===== src/design/grord_pkg.sv =====
// shared constants for the gas rate-of-rise detector
// register map, default parameter values and fixed field widths; no dependencies
package grord_pkg;

  // default parameter values
  localparam int unsigned HISTORY_DEPTH_DEF = 4;
  localparam int unsigned SAMPLE_BITS_DEF   = 12;

  // millisecond tick width
  localparam int unsigned TIME_W = 32;

  // configuration port
  localparam int unsigned APB_ADDR_W = 4;
  localparam int unsigned APB_DATA_W = 32;
  localparam int unsigned REG_IDX_W  = 2;

  localparam logic [REG_IDX_W-1:0] REG_WINDOW    = 2'd0;
  localparam logic [REG_IDX_W-1:0] REG_WARMUP    = 2'd1;
  localparam logic [REG_IDX_W-1:0] REG_START     = 2'd2;
  localparam logic [REG_IDX_W-1:0] REG_THRESHOLD = 2'd3;

  // register reset values
  localparam logic [TIME_W-1:0] WINDOW_RESET = 32'd10000;
  localparam logic [TIME_W-1:0] WARMUP_RESET = 32'd60000;
  localparam logic [TIME_W-1:0] START_RESET  = 32'd0;
  localparam int unsigned       THRESHOLD_RESET = 300;

endpackage


===== src/design/grord_ref_search.sv =====
// reference search over the sample history ring
// picks the newest entry at least a window old; uses grord_pkg
module grord_ref_search #(
  parameter int unsigned HISTORY_DEPTH = grord_pkg::HISTORY_DEPTH_DEF,
  parameter int unsigned SAMPLE_BITS   = grord_pkg::SAMPLE_BITS_DEF
) (
  input  logic [grord_pkg::TIME_W-1:0] now_i,
  input  logic [grord_pkg::TIME_W-1:0] window_i,
  input  logic [HISTORY_DEPTH-1:0]     entry_valid_i,
  input  logic [grord_pkg::TIME_W-1:0] entry_time_i   [HISTORY_DEPTH],
  input  logic [SAMPLE_BITS-1:0]       entry_sample_i [HISTORY_DEPTH],
  output logic                         found_o,
  output logic [SAMPLE_BITS-1:0]       ref_sample_o
);
  import grord_pkg::*;

  logic [TIME_W-1:0]        age [HISTORY_DEPTH];
  logic [HISTORY_DEPTH-1:0] eligible;
  logic [HISTORY_DEPTH-1:0] winner;

  // age is taken modulo 2^32
  always_comb begin
    for (int i = 0; i < HISTORY_DEPTH; i++) begin
      age[i]      = now_i - entry_time_i[i];
      eligible[i] = entry_valid_i[i] && (age[i] >= window_i);
    end
  end

  // pairwise compares: an entry wins if no other eligible one is newer,
  // equal stamps go to the lower slot
  always_comb begin
    for (int i = 0; i < HISTORY_DEPTH; i++) begin
      winner[i] = eligible[i];
      for (int j = 0; j < HISTORY_DEPTH; j++) begin
        if (j < i) begin
          if (eligible[j] && !(entry_time_i[i] > entry_time_i[j])) winner[i] = 1'b0;
        end else if (j > i) begin
          if (eligible[j] && (entry_time_i[i] < entry_time_i[j])) winner[i] = 1'b0;
        end
      end
    end
  end

  // winner is one-hot when anything is eligible
  always_comb begin
    ref_sample_o = '0;
    for (int i = 0; i < HISTORY_DEPTH; i++) begin
      if (winner[i]) ref_sample_o = ref_sample_o | entry_sample_i[i];
    end
  end

  assign found_o = |eligible;

endmodule


===== src/design/gas_rate_of_rise_detector.sv =====
// top level of the gas rate-of-rise detector
// stream in/out, apb-style configuration; uses grord_pkg and grord_ref_search
// an accepted input beat passes through the input register, then the result register, to its
//   result beat; throughput: one beat per cycle while the result stream is not stalled
// the rate rests on the single-pass search over the history ring between the two registers
// reset (rst_ni low, asynchronous): history emptied, alarm memory cleared, pipeline empty,
//   configuration back to window 10000, warm-up 60000, start 0, threshold 300
// a failed read leaves no result beat and clears the alarm edge memory
module gas_rate_of_rise_detector #(
  parameter int unsigned HISTORY_DEPTH = grord_pkg::HISTORY_DEPTH_DEF,
  parameter int unsigned SAMPLE_BITS   = grord_pkg::SAMPLE_BITS_DEF,
  localparam int unsigned S_TDATA_W =
    ((SAMPLE_BITS + grord_pkg::TIME_W + 7) / 8) * 8,
  localparam int unsigned M_TDATA_W =
    ((2 * SAMPLE_BITS + grord_pkg::TIME_W + 5 + 7) / 8) * 8
) (
  input  logic                             clk_i,
  input  logic                             rst_ni,
  // input stream
  input  logic                             s_axis_tvalid,
  output logic                             s_axis_tready,
  // sample_raw, time_ms, zero fill
  input  logic [S_TDATA_W-1:0]             s_axis_tdata,
  // read_ok
  input  logic [0:0]                       s_axis_tuser,
  // result stream
  output logic                             m_axis_tvalid,
  input  logic                             m_axis_tready,
  // rise, reference_sample, reference_found, warming_up, warmup_left_ms,
  // alarm, alarm_onset, zero fill
  output logic [M_TDATA_W-1:0]             m_axis_tdata,
  // configuration port
  input  logic                             psel,
  input  logic                             penable,
  input  logic                             pwrite,
  input  logic [grord_pkg::APB_ADDR_W-1:0] paddr,
  input  logic [grord_pkg::APB_DATA_W-1:0] pwdata,
  output logic [grord_pkg::APB_DATA_W-1:0] prdata,
  output logic                             pready
);
  import grord_pkg::*;

  localparam int unsigned SLOT_W = (HISTORY_DEPTH > 1) ? $clog2(HISTORY_DEPTH) : 1;
  localparam int unsigned OUT_W  = 2 * SAMPLE_BITS + TIME_W + 5;

  // ---------------------------------------------------------------------------
  // configuration registers
  // ---------------------------------------------------------------------------
  logic [TIME_W-1:0]      window_q, warmup_q, start_q;
  logic [SAMPLE_BITS-1:0] thr_q;
  logic                   cfg_wr;
  logic [REG_IDX_W-1:0]   cfg_idx;

  assign pready  = 1'b1;
  assign cfg_wr  = psel && penable && pwrite && pready;
  assign cfg_idx = paddr[REG_IDX_W+1:2];

  always_ff @(posedge clk_i or negedge rst_ni) begin
    if (!rst_ni) begin
      window_q <= WINDOW_RESET;
      warmup_q <= WARMUP_RESET;
      start_q  <= START_RESET;
      thr_q    <= SAMPLE_BITS'(THRESHOLD_RESET);
    end else if (cfg_wr) begin
      case (cfg_idx)
        REG_WINDOW:    window_q <= pwdata;
        REG_WARMUP:    warmup_q <= pwdata;
        REG_START:     start_q  <= pwdata;
        REG_THRESHOLD: thr_q    <= pwdata[SAMPLE_BITS-1:0];
        default: ;
      endcase
    end
  end

  // read back, zero extended
  always_comb begin
    case (cfg_idx)
      REG_WINDOW:    prdata = window_q;
      REG_WARMUP:    prdata = warmup_q;
      REG_START:     prdata = start_q;
      REG_THRESHOLD: prdata = APB_DATA_W'(thr_q);
      default:       prdata = '0;
    endcase
  end

  // ---------------------------------------------------------------------------
  // input register
  // ---------------------------------------------------------------------------
  logic                   in_valid_q;
  logic [SAMPLE_BITS-1:0] in_sample_q;
  logic [TIME_W-1:0]      in_time_q;
  logic                   in_ok_q;
  logic                   out_valid_q, out_valid_d;
  logic [M_TDATA_W-1:0]   out_data_q, out_data_d;
  logic                   out_free;
  logic                   advance;
  logic                   in_take;

  // the result register is free when empty or being drained this cycle
  assign out_free      = !out_valid_q || m_axis_tready;
  assign advance       = in_valid_q && out_free;
  assign s_axis_tready = !in_valid_q || out_free;
  assign in_take       = s_axis_tvalid && s_axis_tready;

  always_ff @(posedge clk_i or negedge rst_ni) begin
    if (!rst_ni) begin
      in_valid_q <= 1'b0;
    end else if (in_take) begin
      in_valid_q <= 1'b1;
    end else if (advance) begin
      in_valid_q <= 1'b0;
    end
  end

  always_ff @(posedge clk_i) begin
    if (in_take) begin
      in_sample_q <= s_axis_tdata[SAMPLE_BITS-1:0];
      in_time_q   <= s_axis_tdata[SAMPLE_BITS+TIME_W-1:SAMPLE_BITS];
      in_ok_q     <= s_axis_tuser[0];
    end
  end

  // ---------------------------------------------------------------------------
  // history ring: valid bit per slot, write pointer wraps at the depth
  // ---------------------------------------------------------------------------
  logic [SAMPLE_BITS-1:0]   ring_sample_q [HISTORY_DEPTH];
  logic [TIME_W-1:0]        ring_time_q   [HISTORY_DEPTH];
  logic [HISTORY_DEPTH-1:0] ring_valid_q;
  logic [SLOT_W-1:0]        slot_q, slot_d;
  logic                     alarm_prev_q, alarm_prev_d;
  logic                     push;

  // only a good read that leaves the input register enters the ring
  assign push = advance && in_ok_q;

  always_comb begin
    if (slot_q == SLOT_W'(HISTORY_DEPTH - 1)) begin
      slot_d = '0;
    end else begin
      slot_d = slot_q + 1'b1;
    end
  end

  always_ff @(posedge clk_i or negedge rst_ni) begin
    if (!rst_ni) begin
      ring_valid_q <= '0;
      slot_q       <= '0;
    end else if (push) begin
      ring_valid_q[slot_q] <= 1'b1;
      slot_q               <= slot_d;
    end
  end

  always_ff @(posedge clk_i) begin
    if (push) begin
      ring_sample_q[slot_q] <= in_sample_q;
      ring_time_q[slot_q]   <= in_time_q;
    end
  end

  // ---------------------------------------------------------------------------
  // per-beat evaluation
  // ---------------------------------------------------------------------------
  logic                          srch_found;
  logic [SAMPLE_BITS-1:0]        srch_ref;
  logic [TIME_W-1:0]             elapsed;
  logic                          warming;
  logic [TIME_W-1:0]             left_ms;
  logic                          found;
  logic [SAMPLE_BITS-1:0]        ref_sample;
  logic signed [SAMPLE_BITS:0]   rise;
  logic                          alarm;
  logic                          onset;

  grord_ref_search #(
    .HISTORY_DEPTH (HISTORY_DEPTH),
    .SAMPLE_BITS   (SAMPLE_BITS)
  ) u_search (
    .now_i          (in_time_q),
    .window_i       (window_q),
    .entry_valid_i  (ring_valid_q),
    .entry_time_i   (ring_time_q),
    .entry_sample_i (ring_sample_q),
    .found_o        (srch_found),
    .ref_sample_o   (srch_ref)
  );

  always_comb begin
    // warm-up is judged on wrapping elapsed time
    elapsed    = in_time_q - start_q;
    warming    = elapsed < warmup_q;
    left_ms    = warming ? (warmup_q - elapsed) : '0;
    found      = !warming && srch_found;
    ref_sample = found ? srch_ref : in_sample_q;
    rise       = found ? ($signed({1'b0, in_sample_q}) - $signed({1'b0, ref_sample})) : '0;
    // a negative rise never raises the alarm
    alarm      = found && !rise[SAMPLE_BITS] && (rise[SAMPLE_BITS-1:0] >= thr_q);
    onset      = alarm && !alarm_prev_q;
  end

  // a failed read clears the edge memory
  assign alarm_prev_d = advance ? (in_ok_q && alarm) : alarm_prev_q;

  always_ff @(posedge clk_i or negedge rst_ni) begin
    if (!rst_ni) begin
      alarm_prev_q <= 1'b0;
    end else begin
      alarm_prev_q <= alarm_prev_d;
    end
  end

  // ---------------------------------------------------------------------------
  // result register
  // ---------------------------------------------------------------------------
  assign out_valid_d = push || (out_valid_q && !m_axis_tready);
  assign out_data_d  = M_TDATA_W'({onset, alarm, left_ms, warming, found, ref_sample, rise});

  always_ff @(posedge clk_i or negedge rst_ni) begin
    if (!rst_ni) begin
      out_valid_q <= 1'b0;
    end else begin
      out_valid_q <= out_valid_d;
    end
  end

  always_ff @(posedge clk_i) begin
    if (push) begin
      out_data_q <= out_data_d;
    end
  end

  assign m_axis_tvalid = out_valid_q;
  assign m_axis_tdata  = out_data_q;

  // ---------------------------------------------------------------------------
  // assertions
  // ---------------------------------------------------------------------------
  // a result beat only appears from a good read leaving the input register
  a_beat_from_good_read: assert property (@(posedge clk_i) disable iff (!rst_ni)
    (out_valid_q && !$past(out_valid_q)) |-> $past(in_valid_q && in_ok_q))
    else $error("result beat without a good read");

  // alarm needs a reference, and a reference is never reported while warming up
  a_alarm_needs_ref: assert property (@(posedge clk_i) disable iff (!rst_ni)
    out_valid_q |-> ((!out_data_q[OUT_W-2] || out_data_q[2*SAMPLE_BITS+1])
                     && !(out_data_q[2*SAMPLE_BITS+1] && out_data_q[2*SAMPLE_BITS+2])))
    else $error("alarm or reference while not allowed");

  // onset only with alarm
  a_onset_with_alarm: assert property (@(posedge clk_i) disable iff (!rst_ni)
    (out_valid_q && out_data_q[OUT_W-1]) |-> out_data_q[OUT_W-2])
    else $error("alarm onset without alarm");

  // a stalled result beat keeps its payload
  a_hold_on_stall: assert property (@(posedge clk_i) disable iff (!rst_ni)
    (out_valid_q && !m_axis_tready) |=> $stable(out_data_q))
    else $error("result payload changed under stall");

endmodule

===== config.mk =====
export PLATFORM = sky130hd
export DESIGN_NAME = gas_rate_of_rise_detector
export DESIGN_NICKNAME = d
export VERILOG_FILES = /design/src/design/grord_pkg.sv /design/src/design/grord_ref_search.sv /design/src/design/gas_rate_of_rise_detector.sv
export SDC_FILE = /design/constraint.sdc
export NUM_CORES = 1
export LEC_CHECK = 0
export BUFFER_PORTS_ARGS = -buffer_cell sky130_fd_sc_hd__buf_4
export CORE_MARGIN = 1
export CORE_UTILIZATION = 30
export DETAILED_ROUTE_END_ITERATION = 16
export GPL_ROUTABILITY_DRIVEN = 1
export SKIP_LAST_GASP = 1
export SYNTH_ARGS = -nofsm -noshare
export SYNTH_HDL_FRONTEND = slang
export SYNTH_SLANG_ARGS = --single-unit

===== constraint.sdc =====
create_clock -name clk_i -period 22.8 [get_ports clk_i]
set_input_delay 4.56 -clock clk_i [delete_from_list [all_inputs] [get_ports clk_i]]
set_output_delay 4.56 -clock clk_i [all_outputs]
set_load 0.02 [all_outputs]

==> results_dict.tcl, run 1 <==
set metrics [dict create \
    status "finished, final reports clean" \
    cts_buffers 45 \
    fin_crit_ns 11.35 \
    async_flop_share_pct 29.32 \
    ctsResizeCount 0 \
    synth_adder_area_share_pct 21.77 \
    cts_htree_levels 2 \
    crit_start "paddr[2]" \
    synth_xor_area_share_pct 4.714 \
    drt_first_pass_iters 7 \
    rr_worst_depth 41 \
    drv_slew 0 \
    fmax_ghz 0.08812 \
    core_area_mm2 0.1036 \
    netlist-cell-type-count 90 \
    drv_cap 0 \
    endpoint "prdata[14]" \
    synthTopCellsByCount "535 x ha_1, 282 x edfxtp_1, 273 x inv_1, 258 x a21oi_1, 194 x nand2_1" \
    synth_area_leaders "edfxtp_1 27%, ha_1 21%, dfrtp_1 8.0%, a21oi_1 4.1%, xnor2_1 3.3%" \
    grt_max_degree 70 \
    hold_slack_ns 0.4918 \
    maxSlewHeadroom_pct 20.25 \
    r2r_end "m_axis_tdata[60]" \
    yosys.area_share.simple_pct 11.07 \
    hpwl_um 76110 \
    crit_path_max_fanout 36 \
    synth_edf_count 282 \
    ir_drop_mv 0.06807 \
    rows 118 \
    clock-sinks 399 \
    cts_root_buffer "clkbuf_16" \
    path_buf_inv 2 \
    dieArea_mm2 0.1060 \
    cts_tree "built" \
    synth_cells 3103 \
    synth_top_area_share_pct 26.97 \
    drc 0 \
    synth_top_family_by_area "adder cells" \
    post-place-ws_ns 11.43 \
    final-seq-area_mm2 0.01142 \
    dp_cells 4634 \
    cp.arrival_ns 6.79 \
    io_buffers 180 \
    areaGrowthSynthToFinish_pct 14.60 \
    vias_per_cell 5.141 \
    crit_path_start_kind "input port" \
    grt_pass1_vias 23060 \
    overflow 0 \
    endpoint_kind "primary output" \
    drtIter0Drc 1569 \
    critPathMaxStageDelay_ns 0.95 \
    vias 24260 \
    post_cts_buffers 0 \
    fin_ws_ns 11.45 \
    antenna_found_initial 4 \
    synth-compound-area-share_pct 16.98 \
    cpMaxStageDelayCell "nor2b_2" \
    drtAntennaViolNets 0 \
    setup_viol 0 \
    post-synth-top-count-cell "ha_1" \
    drive_above_1_share_pct 13.40 \
    ys_ff_latch 399 \
    yosysTopAreaCell "edfxtp_1" \
    tns_ns 0 \
    synthesis.area_mm2 0.03140 \
    worst_pin_slew_ns 1.185 \
    gp_congestion 0.9208 \
    cp.depth 5 \
    synthMuxAreaShare_pct 5.005 \
    yosys_warnings 0 \
    clk_pin_slew_ns 0.07 \
    grt_pass1_wl_um 143000 \
    timing.rr.start "in_time_q[1]" \
    worstPathRequired_ns 18.24 \
    hold_buffers 0 \
    multi_input_area_mm2 0.01874 \
    hold_violations 0 \
    rsz0062_at_grt "false" \
    hold_path.class "reg -> reg" \
    seq_area_frac_synth_pct 36.36 \
    ys.flop_type "edfxtp_1" \
    die_width_um 325.5 \
    crit_type "in -> out" \
    nNetsFinal 3935 \
    fin_crit_sh_pct 49.77 \
    start_util_pct 30.29 \
    syn_avg_cell_area_um2 10.12 \
    powerDensity_mw_per_mm2 102.8 \
    die_h_um 325.5 \
    power_mw 3.700 \
    rrSetupSlack_ns 12.01 \
    critical_path.top_delay_family "simple AND/OR/NAND/NOR gates" \
    crit_chain "buf_4 > nor2b_2 > nand2_1 > o21ai_0 > buf_4" \
    clock_latency_ns 0.63 \
    n_fill_cell 10520 \
    wire_per_inst_um 20.30 \
    fin_worst_skew_ns 0.04103 \
    wl_um 95820 \
    grt_use_total_pct 17.55 \
    fin_cells 4719 \
    crit_top_cell "buf_4" \
    cellLeakagePower_nw 15.83 \
    clock_path_buffers 3 \
    num_io_pins 191 \
]
## how the worst min path moves through the flow
stage / start / endpoint / depth (start not counted) / slack, ns
after global routing: ring_valid_q[1] / ring_valid_q[1] / 1 / 0.52
final: ring_valid_q[1] / ring_valid_q[1] / 1 / 0.49
after global placement: ring_valid_q[1] / ring_valid_q[1] / 1 / 0.47
after CTS: ring_valid_q[1] / ring_valid_q[1] / 1 / 0.49
after floorplan: alarm_prev_q / alarm_prev_q / 2 / 0.45
after detailed placement: ring_valid_q[1] / ring_valid_q[1] / 1 / 0.48
## per-layer routing
layer  vias to the layer above  routed length (µm)  GRT usage [%]  share of wire (%)
li1                      11870                   -              -                  -
met1                     11660               44250          24.43                 46
met2                       612               44540          28.75                 46
met3                       116                4676          1.957                4.9
met4                         2                2342          4.695                2.4
met5                         -                   9              0             0.0094
## power by group
group | switching, mW | internal, mW
Clock | 0.330 | 0.447
Combinational | 1.10 | 0.784
Sequential | 0.0908 | 0.946
## cells in the final DEF (no fill, tap or decap), types with 50 or more instances in the layout
| cell type | synthesis | routed |
|---|---|---|
| ha_1 | 535 | 535 |
| edfxtp_1 | 282 | 282 |
| inv_1 | 273 | 272 |
| a21oi_1 | 258 | 258 |
| buf_4 | 6 | 199 |
| nand2_1 | 194 | 194 |
| o21ai_0 | 189 | 189 |
| nor2_1 | 171 | 170 |
| xnor2_1 | 119 | 119 |
| a21o_1 | 118 | 118 |
| dfrtp_1 | 101 | 101 |
| mux2_2 | 79 | 79 |
| nand4_1 | 68 | 68 |
| xor2_1 | 50 | 50 |
## cell type report
class | instances | share of cell area, %
Antenna cell | 3 | 0.02086
Clock buffer | 55 | 3.310
Clock inverter | 27 | 1.043
Inverter | 276 | 2.879
Multi-Input combinational cell | 2380 | 52.07
Sequential cell | 399 | 31.72
Tap cell | 1380 | 4.798
Timing Repair Buffer | 199 | 4.152
## sequential cells by signal, summed over array words and instances, names as in the netlist
signal,cells
alarm_prev_q,1
in_ok_q,1
in_sample_q,12
in_time_q,32
in_valid_q,1
m_axis_tdata,61
m_axis_tvalid,1
ring_sample_q,48
ring_time_q,128
ring_valid_q,4
slot_q,2
start_q,32
thr_q,12
warmup_q,32
window_q,32
## logic make-up (layout without fill, tap and decap cells)
group / count (synthesis) / in the layout
xor gates and xnor gates: 169 / 169
and+or+nand+nor: 710 / 710
adders and majority gates: 542 / 542
buffers and inverters: 326 / 557
other: 2 / 7
AOI/OAI and AO/OA: 824 / 824
DFF: 399 / 399
muxes: 131 / 131
## metrics by stage
step / util [%] / area [µm²]
final: 34.72 / 35980
after detailed placement: 33.20 / 34410
after CTS: 34.71 / 35980
after global routing: 34.72 / 35980
after floorplan: - / 31410
after global placement: 33.20 / 34410
## worst reg2reg max path: cells and delay by family, from the launching register on
family / cells / cell delay, ns
and+or+nand+nor: 14 / 2.81
DFF: 1 / 0.90
muxes: 1 / 0.27
buffers and inverters: 1 / 0.24
adders and majority gates: 4 / 1.23
AOI/OAI and AO/OA: 19 / 4.87
xor gates and xnor gates: 2 / 0.32
Note: power is estimated with default switching activity, not from simulation.
==> run 2: changes to the inputs <==
clock period = 9.9 ns   (was 22.8 ns; I/O delays follow)
==> results_dict.tcl, run 2 (synthesis gave the netlist of run 1 again) <==
set metrics [dict create \
    combPwrFrac_pct 52.5 \
    worst_pin_slew_ns 1.206 \
    cts_buffers 46 \
    start_util_pct 30.29 \
    num_io_pins 191 \
    drv_slew 0 \
    die_h_um 325.5 \
    hold_violations 0 \
    setup_viol 0 \
    maxSlewHeadroom_pct 19.43 \
    fmax_ghz 0.1063 \
    vias_per_cell 5.128 \
    rows 118 \
    endpoint_kind "flop" \
    multi_input_area_mm2 0.01887 \
    internal-power_mw 5.177 \
    fin_crit_sh_pct 95.06 \
    io_buffers 180 \
    hpwl_um 77200 \
    drive_above_1_share_pct 15.03 \
    hold_path.class "reg -> reg" \
    n_fill_cell 10560 \
    vias 24440 \
    clock-sinks 399 \
    drtAntennaViolNets 0 \
    gp_congestion 0.9267 \
    core_area_mm2 0.1036 \
    final_cell_mix "535 x ha_1, 282 x edfxtp_1, 271 x inv_1, 255 x a21oi_1, 244 x buf_4" \
    status "finished, final reports clean" \
    areaGrowthSynthToFinish_pct 16.08 \
    antenna_found_initial 1 \
    powerDensity_mw_per_mm2 239.1 \
    clock_path_buffers 3 \
    hold_buffers 0 \
    drv_cap 0 \
    clock_latency_ns 0.62 \
    drt_first_pass_iters 5 \
    cellLeakagePower_nw 16.07 \
    drtIter0Drc 1806 \
    p_sw_mw 3.536 \
    final_common_cell "ha_1" \
    die_width_um 325.5 \
    diodes 0 \
    cts_tree "built" \
    nNetsFinal 3982 \
    critPathMaxStageDelay_ns 0.47 \
    overflow 0 \
    worstPathRequired_ns 10.27 \
    cp.arrival_ns 9.78 \
    clk_pin_slew_ns 0.06 \
    fin_crit_ns 9.411 \
    ir_drop_mv 0.1501 \
    final-seq-area_mm2 0.01142 \
    grt_use_total_pct 17.83 \
    largest_reg_flops 128 \
    fin_worst_skew_ns 0.03800 \
    crit_path_max_fanout 5 \
    drc 0 \
    grt_pass1_wl_um 145200 \
    cts_root_buffer "clkbuf_16" \
    cts_htree_levels 2 \
    crit_top_cell "a21oi_1" \
    post-place-ws_ns 0.07887 \
    tns_ns 0 \
    crit_type "reg -> reg" \
    grt_max_degree 71 \
    wire_per_inst_um 20.38 \
    fin_ws_ns 0.4892 \
    wl_um 97110 \
    largest_register "ring_time_q" \
    swShare_pct 40.58 \
    cpMaxStageDelayCell "edfxtp_1" \
    p_seq_share_pct 27.3 \
    pwr-share-clk_pct 20.3 \
    crit_path_start_kind "flop" \
    grt_pass1_vias 23570 \
    dieArea_mm2 0.1060 \
]
==> run 2: cell count changes in the layout (fill, tap and decap cells not counted), sizes merged <==
cell,delta
clkbuf,+12
diode,-3
clkinv,-6
bufinv,-2
buf,+46
==> run 2: cell type report <==
class / instances / area share (%)
clock buffer: 67 / 3.543
clock inverter: 19 / 0.7243
inverter: 276 / 2.842
multi-input combinational: 2380 / 51.77
sequential: 399 / 31.32
tap: 1380 / 4.737
timing repair buffer: 245 / 5.057
==> run 2: critical path, delay by kind of cell, from the launching register on <==
family | cells | cell delay (ns)
compound gates | 22 | 4.90
buf+inv | 7 | 0.93
xor+xnor | 2 | 0.20
simple gates | 9 | 0.97
flops | 1 | 0.47
fa+ha+maj | 6 | 1.69
==> run 2: worst paths after layout <==
check / slack [ns] / end / depth (start not counted) / start
min: 0.49 / alarm_prev_q / 2 / alarm_prev_q
min in group asynchronous: 1.40 / warmup_q[28] / 1 / rst_ni
max reg2reg: 0.49 / m_axis_tdata[60] / 46 / in_time_q[0]
max: 0.49 / m_axis_tdata[60] / 46 / in_time_q[0]
max in group asynchronous: 7.05 / warmup_q[1] / 2 / rst_ni
min reg2reg: 0.49 / alarm_prev_q / 2 / alarm_prev_q
==> run 2: stage by stage <==
| step | instances | util (%) | total power, mW | area, µm² | hold WS (ns) |
|---|---|---|---|---|---|
| 5_1_grt | 4766 | 35.17 | 9.351 | 36450 | 0.5115 |
| 2_1_floorplan | 3105 | - | 5.479 | 31410 | 0.4543 |
| 3_3_place_gp | 4675 | 33.50 | 6.816 | 34720 | 0.4717 |
| 3_5_place_dp | 4675 | 33.50 | 6.877 | 34720 | 0.4794 |
| 6_report | 4766 | 35.17 | 8.713 | 36450 | 0.4881 |
| 4_1_cts | 4761 | 35.00 | 8.695 | 36280 | 0.4933 |
==> run 2: what timing repair did <==
| item | CTS | global route |
|---|---|---|
| resized for setup | 0 | 31 |
| setup endpoints to repair | 0 | 3 |
| buffers inserted | 0 | 5 |
==> run 2: power groups by stage <==
stage	Clock [mW]	Combinational (mW)	Sequential, mW
floorplan	0	3.05	2.43
CTS	1.82	4.50	2.38
global placement	0	4.41	2.41
global route	1.87	5.07	2.41
detailed placement	0	4.47	2.41
finish	1.76	4.57	2.38
==> run 2: per-layer routing <==
metal / global-route usage [%] / vias to the layer above / wire (µm)
met1: 24.47 / 11760 / 44620
met5: 0 / - / 0
li1: - / 11980 / -
met4: 4.807 / 0 / 2419
met3: 2.116 / 113 / 4397
met2: 29.50 / 587 / 45680
